[src/rtl/bol_pkg.sv]
`default_nettype none

package bol_pkg;

  // List sizing
  localparam int CAPACITY = 16;
  localparam int IDX_W    = (CAPACITY > 1) ? $clog2(CAPACITY) : 1;
  localparam int LEN_W    = $clog2(CAPACITY + 1);

  // Item field widths
  localparam int CMD_W  = 3;
  localparam int VAL_W  = 32;
  localparam int POS_W  = 5;
  localparam int STAT_W = 2;

  // Width used to compare a position against the length
  localparam int CMP_W = (LEN_W > POS_W) ? LEN_W : POS_W;

  typedef logic [CMD_W-1:0]  cmd_t;
  typedef logic [STAT_W-1:0] status_t;

  // Command codes
  localparam cmd_t CMD_INS_FRONT  = 3'd0;
  localparam cmd_t CMD_INS_BACK   = 3'd1;
  localparam cmd_t CMD_INS_SECOND = 3'd2;
  localparam cmd_t CMD_READ_FWD   = 3'd3;
  localparam cmd_t CMD_READ_BWD   = 3'd4;
  localparam cmd_t CMD_DEL_POS    = 3'd5;
  localparam cmd_t CMD_DEL_VAL    = 3'd6;

  // Status codes
  localparam status_t ST_OK       = 2'd0;
  localparam status_t ST_NOTFOUND = 2'd1;
  localparam status_t ST_FULL     = 2'd2;
  localparam status_t ST_EMPTY    = 2'd3;

endpackage

`default_nettype wire

[src/rtl/bounded_ordered_list_engine_core.sv]
// Ordered list of signed 32-bit values in one 1-read/1-write RAM with a registered read.
// Each item sends its first result in the cycle after start at the earliest.
// Inserts and deletes move one entry at a time: a read, then a write back.
// A search reads, then compares, each entry visited; a readout reads, then sends, each element.
// busy stays high until the last result of an item is sent; results cannot be stalled.
// Synchronous reset empties the list (length to zero); RAM contents are left as they are.
`default_nettype none

module bounded_ordered_list_engine_core (
  input  wire logic                      clk,
  input  wire logic                      rst_n,
  input  wire logic                      start,
  output logic                           busy,
  input  wire logic [bol_pkg::CMD_W-1:0] in_command,
  input  wire logic signed [bol_pkg::VAL_W-1:0] in_value,
  input  wire logic [bol_pkg::POS_W-1:0] in_position,
  output logic                           out_strobe,
  output logic signed [bol_pkg::VAL_W-1:0] out_element,
  output logic                           out_last,
  output logic [bol_pkg::STAT_W-1:0]     out_status
);
  import bol_pkg::*;

  // Sequencer states
  localparam logic [3:0] S_IDLE     = 4'd0;
  localparam logic [3:0] S_SHU_RD   = 4'd1;
  localparam logic [3:0] S_SHU_WR   = 4'd2;
  localparam logic [3:0] S_INS_WR   = 4'd3;
  localparam logic [3:0] S_OUT_RD   = 4'd4;
  localparam logic [3:0] S_OUT_EM   = 4'd5;
  localparam logic [3:0] S_SRCH_RD  = 4'd6;
  localparam logic [3:0] S_SRCH_CMP = 4'd7;
  localparam logic [3:0] S_REM_RD   = 4'd8;
  localparam logic [3:0] S_REM_WR   = 4'd9;

  logic [3:0]       state_r, state_nxt;
  logic [LEN_W-1:0] len_r, len_nxt;
  logic [LEN_W-1:0] cur_r, cur_nxt;
  logic [LEN_W-1:0] end_r, end_nxt;
  cmd_t             cmd_r, cmd_nxt;
  logic [VAL_W-1:0] val_r, val_nxt;

  logic             ostb_r, ostb_nxt;
  logic [VAL_W-1:0] oel_r, oel_nxt;
  logic             olast_r, olast_nxt;
  status_t          ost_r, ost_nxt;

  // Entry store
  logic [VAL_W-1:0] mem [CAPACITY];
  logic             mem_we;
  logic [IDX_W-1:0] mem_waddr;
  logic [VAL_W-1:0] mem_wdata;
  logic [IDX_W-1:0] mem_raddr;
  logic [VAL_W-1:0] rdata_r;

  // Helper sums on the cursor and length
  logic [LEN_W-1:0] cur_inc, cur_inc2, cur_dec, len_dec, rev_idx;
  logic [CMP_W-1:0] pos_ext, len_ext;
  logic             full, empty;

  assign cur_inc  = cur_r + LEN_W'(1);
  assign cur_inc2 = cur_r + LEN_W'(2);
  assign cur_dec  = cur_r - LEN_W'(1);
  assign len_dec  = len_r - LEN_W'(1);
  assign rev_idx  = len_dec - cur_r;
  assign pos_ext  = CMP_W'(in_position);
  assign len_ext  = CMP_W'(len_r);
  assign full     = (len_r == LEN_W'(CAPACITY));
  assign empty    = (len_r == '0);

  // Next-state and datapath control
  always_comb begin
    state_nxt = state_r;
    len_nxt   = len_r;
    cur_nxt   = cur_r;
    end_nxt   = end_r;
    cmd_nxt   = cmd_r;
    val_nxt   = val_r;
    ostb_nxt  = 1'b0;
    oel_nxt   = '0;
    olast_nxt = 1'b1;
    ost_nxt   = ST_OK;
    mem_we    = 1'b0;
    mem_waddr = cur_r[IDX_W-1:0];
    mem_wdata = rdata_r;
    mem_raddr = cur_r[IDX_W-1:0];

    case (state_r)
      S_IDLE: begin
        if (start) begin
          cmd_nxt = in_command;
          val_nxt = in_value;
          case (in_command)
            CMD_INS_FRONT, CMD_INS_BACK, CMD_INS_SECOND: begin
              if (full) begin
                ostb_nxt = 1'b1;
                ost_nxt  = ST_FULL;
              end else begin
                // insertion index
                if (in_command == CMD_INS_FRONT) begin
                  end_nxt = '0;
                end else if (in_command == CMD_INS_BACK || len_r < LEN_W'(2)) begin
                  end_nxt = len_r;
                end else begin
                  end_nxt = LEN_W'(1);
                end
                cur_nxt   = len_r;
                state_nxt = (end_nxt == len_r) ? S_INS_WR : S_SHU_RD;
              end
            end
            CMD_READ_FWD, CMD_READ_BWD: begin
              if (empty) begin
                ostb_nxt = 1'b1;
                ost_nxt  = ST_EMPTY;
              end else begin
                cur_nxt   = '0;
                state_nxt = S_OUT_RD;
              end
            end
            CMD_DEL_POS: begin
              if (empty) begin
                ostb_nxt = 1'b1;
                ost_nxt  = ST_EMPTY;
              end else if (pos_ext == '0 || pos_ext > len_ext) begin
                ostb_nxt = 1'b1;
                ost_nxt  = ST_NOTFOUND;
              end else if (pos_ext == len_ext) begin
                // removing the back entry needs no moves
                len_nxt  = len_dec;
                ostb_nxt = 1'b1;
              end else begin
                cur_nxt   = LEN_W'(pos_ext - CMP_W'(1));
                state_nxt = S_REM_RD;
              end
            end
            CMD_DEL_VAL: begin
              if (empty) begin
                ostb_nxt = 1'b1;
                ost_nxt  = ST_EMPTY;
              end else begin
                cur_nxt   = '0;
                state_nxt = S_SRCH_RD;
              end
            end
            default: begin
              ostb_nxt = 1'b1;
              ost_nxt  = ST_NOTFOUND;
            end
          endcase
        end
      end

      // Open a gap: move entry cur-1 up to cur
      S_SHU_RD: begin
        mem_raddr = cur_dec[IDX_W-1:0];
        state_nxt = S_SHU_WR;
      end
      S_SHU_WR: begin
        mem_we    = 1'b1;
        mem_waddr = cur_r[IDX_W-1:0];
        mem_wdata = rdata_r;
        cur_nxt   = cur_dec;
        state_nxt = (cur_dec == end_r) ? S_INS_WR : S_SHU_RD;
      end
      S_INS_WR: begin
        mem_we    = 1'b1;
        mem_waddr = end_r[IDX_W-1:0];
        mem_wdata = val_r;
        len_nxt   = len_r + LEN_W'(1);
        ostb_nxt  = 1'b1;
        state_nxt = S_IDLE;
      end

      // Readout, one element at a time: read, then emit
      S_OUT_RD: begin
        mem_raddr = (cmd_r == CMD_READ_FWD) ? cur_r[IDX_W-1:0] : rev_idx[IDX_W-1:0];
        state_nxt = S_OUT_EM;
      end
      S_OUT_EM: begin
        ostb_nxt  = 1'b1;
        oel_nxt   = rdata_r;
        olast_nxt = (cur_inc == len_r);
        cur_nxt   = cur_inc;
        state_nxt = (cur_inc == len_r) ? S_IDLE : S_OUT_RD;
      end

      // Linear search for the first match
      S_SRCH_RD: begin
        mem_raddr = cur_r[IDX_W-1:0];
        state_nxt = S_SRCH_CMP;
      end
      S_SRCH_CMP: begin
        if (rdata_r == val_r) begin
          if (cur_inc == len_r) begin
            len_nxt   = len_dec;
            ostb_nxt  = 1'b1;
            state_nxt = S_IDLE;
          end else begin
            state_nxt = S_REM_RD;
          end
        end else if (cur_inc == len_r) begin
          ostb_nxt  = 1'b1;
          ost_nxt   = ST_NOTFOUND;
          state_nxt = S_IDLE;
        end else begin
          cur_nxt   = cur_inc;
          state_nxt = S_SRCH_RD;
        end
      end

      // Close the gap: move entry cur+1 down to cur
      S_REM_RD: begin
        mem_raddr = cur_inc[IDX_W-1:0];
        state_nxt = S_REM_WR;
      end
      S_REM_WR: begin
        mem_we    = 1'b1;
        mem_waddr = cur_r[IDX_W-1:0];
        mem_wdata = rdata_r;
        cur_nxt   = cur_inc;
        if (cur_inc2 == len_r) begin
          len_nxt   = len_dec;
          ostb_nxt  = 1'b1;
          state_nxt = S_IDLE;
        end else begin
          state_nxt = S_REM_RD;
        end
      end

      default: begin
        state_nxt = S_IDLE;
      end
    endcase
  end

  // Entry RAM, registered read
  always_ff @(posedge clk) begin
    if (mem_we) begin
      mem[mem_waddr] <= mem_wdata;
    end
    rdata_r <= mem[mem_raddr];
  end

  // Control registers
  always_ff @(posedge clk) begin
    if (!rst_n) begin
      state_r <= S_IDLE;
      len_r   <= '0;
      ostb_r  <= 1'b0;
    end else begin
      state_r <= state_nxt;
      len_r   <= len_nxt;
      ostb_r  <= ostb_nxt;
    end
  end

  // Payload registers
  always_ff @(posedge clk) begin
    cur_r   <= cur_nxt;
    end_r   <= end_nxt;
    cmd_r   <= cmd_nxt;
    val_r   <= val_nxt;
    oel_r   <= oel_nxt;
    olast_r <= olast_nxt;
    ost_r   <= ost_nxt;
  end

  assign busy        = (state_r != S_IDLE);
  assign out_strobe  = ostb_r;
  assign out_element = oel_r;
  assign out_last    = olast_r;
  assign out_status  = ost_r;

endmodule

`default_nettype wire

[config.mk]
export PLATFORM = sky130hd
export DESIGN_NAME = bounded_ordered_list_engine_core
export DESIGN_NICKNAME = d
export VERILOG_FILES = /design/src/rtl/bol_pkg.sv /design/src/rtl/bounded_ordered_list_engine_core.sv
export SDC_FILE = /design/constraint.sdc
export NUM_CORES = 1
export LEC_CHECK = 0
export BUFFER_PORTS_ARGS = -buffer_cell sky130_fd_sc_hd__buf_4
export CORE_ASPECT_RATIO = 1.75
export CORE_MARGIN = 5
export CORE_UTILIZATION = 57
export DETAILED_ROUTE_END_ITERATION = 12
export PLACE_DENSITY = 0.73
export RECOVER_POWER = 50
export SKIP_CTS_REPAIR_TIMING = 1
export SLEW_MARGIN = 20
export SYNTH_ARGS = -nofsm -noshare
export SYNTH_HDL_FRONTEND = slang
export SYNTH_SLANG_ARGS = --single-unit
[constraint.sdc]
create_clock -name clk -period 4.3 [get_ports clk]
set_input_delay 0.86 -clock clk [delete_from_list [all_inputs] [get_ports clk]]
set_output_delay 0.86 -clock clk [all_outputs]
set_load 0.01 [all_outputs]
==> summary.md <==
| Metric | Value |
|---|---|
| Status | finished, violations left |
| Failing checks | max-capacitance violations, max-slew violations |
| NumNets Final | between 1,500 and 2,000 |
| Fillers | around 3,200 |
| Reg2reg end | mem[1][28] |
| Critical Path Source | state_r[0] |
| Most common cell in the synthesized netlist | edfxtp_1 |
| CP delay by family, top | simple AND/OR/NAND/NOR gates |
| Final Hold Fails | 0 |
| R2r setup slk | roughly 0.58 ns |
| Cell variety after synth | 68 |
| Vias per cell | between 6 and 7 |
| Synth Flop Type | edfxtp_1 |
| Worst Hold Class | in -> reg |
| Static Leak | a little over 0.01 uW |
| Initial DRC count | around 1,200 |
| Ranking of synthesized cells by area | edfxtp_1 65%, mux2i_1 9.9%, dfxtp_1 6.0% |
| DR WL/cell | 26.6 um |
| Crit path max-delay cell type | nor2_1 |
| Remaining DRCs | 0 |
| Period utilisation layout | between 80 and 90% |
| GRT Total Usage | between 20% and 30% |
| Post-synth EDFFs | 557 |
| Crit path cell chain | buf_4, nand2b_1, nor2_4, a21o_1, nand2_1, nor2_1, buf_12 |
| First-pass GRT wire length | around 93,000 um |
| Syn avg cell area | between 15 and 20 sq um |
| VDD IR max | between 500 and 600 uV |
| Post-synth ARST share | 0% |
| Ports | 80 |
| Clock root buffer | clkbuf_16 |
| Clock share of power | 23.6% |
| Pint | roughly 14,000 uW |
| HPWL Detailed | between 30,000 and 40,000 um |
| Fin. max-slew vios | just under 70 |
| Vias in the first global route | around 15,000 |
| Kind of start point of the critical path | flop |
| Worst skew pair latency | 0.60 ns |
| Layout cell share with drive strength beyond 1 | between 10% and 20% |
| Max_slew headroom | -29.3% |
| Die Height | 291 um |
| Mapped Cells | approximately 1,600 |
| Vias | approximately 15,000 |
| Worst r2r src | state_r[0] |
| Synthesis-to-layout area growth | 12.7% |
| Highest Clock Rate | roughly 270 MHz |
| Net count after synthesis | 1,699 |
| TritonCTS Buffers | 55 |
| Synth top cells by count | 557 x edfxtp_1, 256 x mux2i_1, 131 x o22ai_1 |
| Required time worst endpoint | between 4 and 5 ns |
| Critical path capture point | mem[1][28] |
| CTS tree | built |
| Gpl congestion | 0.904 |
| Hold Crit Start | in_value[30] |
| Worst-path clk slew | approximately 0.07 ns |
| Critical path buffers and inverters | 2 |
| Port bufs | between 70 and 80 |
| Cell taking the most area after synthesis | edfxtp_1 |
| Comb power frac | ~38% |
| Final non-filler cell total | between 2,000 and 2,500 |
| Initial antenna violation count | 2 |
| Setup TNS | 0 ns |
| Die Width | approximately 170 um |
| Setup crit end kind | flop |
| Max-cap violations | 2 |
| Yosys top cell area share | between 60 and 70% |
| Count of final setup violators | 0 |
| Placed Instances | around 2,200 |
| Sequential Power Share | around two fifths |
| Post-synthesis sequential area ratio | a little over 70% |
| Rows | a little over 100 |
| Seq cells post-synth | approximately 630 |
| RSZ-0062 raised after global routing | false |
| CTS sink cnt | about 630 |
| Levels on crit path | 7 |
| Slew @ Worst Pin | 1.94 ns |
| Longest Clk Path Bufs | 3 |
| Sw Ratio | roughly 36% |
| Critical Path Fanout Max | 22 |
| Pwr/cell area | roughly 750 mW/mm^2 |
| Final WL | 62,400 um |
| Htree depth | 2 |
| Iteration count of the initial detailed-routing pass | 5 |
| Final critical-path required period | roughly 3.7 ns |
| Critical path class | reg -> reg |
| Crit path DAT | 4.00 ns |
| Max Clock Skew | 0.0227 ns |
| Netlist Area Pre-Place | approximately 0.026 sq mm |
| Largest net degree at the start of global routing | 56 |
| Slowest stage delay, CP | 1.07 ns |
| Sw power | roughly 7800 uW |
| Yosys warns | 0 |
| Final Util | 64.6% |
| Routed Antenna Nets | 0 |
| Path depth of the worst reg2reg path | 7 |
| Initial cell density of the core | 57.3% |
| Total grt overflow | 0 |
| DIE AREA | between 0.04 and 0.05 sq mm |
| Core Box Area | around 0.045 sq mm |
==> how the worst min path moves through the flow <==
stage | slack [ns] | endpoint | depth (start not counted)
6_report | 0.45 | val_r[30] | 1
5_1_grt | 0.43 | val_r[18] | 1
4_1_cts | 0.41 | val_r[16] | 1
3_5_place_dp | 0.50 | out_element[26] | 1
3_3_place_gp | 0.50 | out_element[25] | 1
2_1_floorplan | 0.47 | out_element[31] | 1
==> power groups by stage <==
stage	Clock (uW)	Combinational [uW]	Sequential, uW
floorplan	0	5900	8320
global placement	0	7990	8510
detailed placement	0	8210	8520
CTS	5170	8240	8390
global route	5420	8710	8440
finish	5110	8160	8410
==> through the flow <==
stage	worst slack (ns)	hold WS, ns	total power [uW]	area (sq um)
2_1_floorplan	0.809	0.469	14200	25800
3_3_place_gp	0.844	0.504	16500	27300
3_5_place_dp	0.672	0.504	16700	27300
4_1_cts	0.646	0.409	21800	29200
5_1_grt	0.329	0.434	22600	29100
6_report	0.578	0.454	21700	29100
==> sequential cells by signal, indices dropped and copies added, names as in the netlist <==
signal	flops
cmd_r	3
cur_r	5
end_r	5
len_ext	5
mem	512
out_element	32
out_last	1
out_status	2
out_strobe	1
rdata_r	32
state_r	4
val_r	32
==> metal layers <==
layer	vias to the layer above	part of all wire, %	wire length [um]	GRT usage, %
met4	0	5.3	3320	11.8
met1	7438	37	22900	29.8
met5	-	0	0	0
met3	167	4.9	3070	3.59
li1	6549	-	-	-
met2	515	53	33100	44.1
==> cells by family (layout without fill, tap and decap cells) <==
logic type / count (synthesis) / count (layout) / share of synthesized area, %
compound gates: 289 / 289 / 7.86
xor+xnor: 60 / 60 / 2.04
fa+ha+maj: 19 / 19 / 0.952
buf+inv: 111 / 246 / 2.24
flops: 634 / 634 / 70.9
mux: 289 / 289 / 11.4
other cells: 0 / 1 / 0
simple gates: 235 / 235 / 4.65
==> placed cells by master (no fill, tap or decap), types with 16 or more instances in the layout <==
cell,instances
o21ai_0,16
clkbuf_4,32
a211oi_2,28
clkbuf_16,58
nand2_1,41
a21oi_1,50
edfxtp_1,557
ha_1,18
xnor2_1,17
mux2i_1,256
nor2_1,59
xor2_1,43
o22ai_1,131
dfxtp_1,77
clkbuf_1,52
mux2_1,30
inv_1,19
buf_4,34
and2_0,27
==> layout make-up <==
class,count,area [sq um],share of cell area (%)
Clock inverter,27,295,1.02
Clock buffer,77,1600,5.52
Tap cell,577,722,2.48
Timing Repair Buffer,123,977,3.36
Multi-Input combinational cell,892,7120,24.5
Antenna cell,1,2.50,0.00861
Inverter,19,71.3,0.245
Sequential cell,634,18300,62.9
Power figures use the tool's default switching activity.
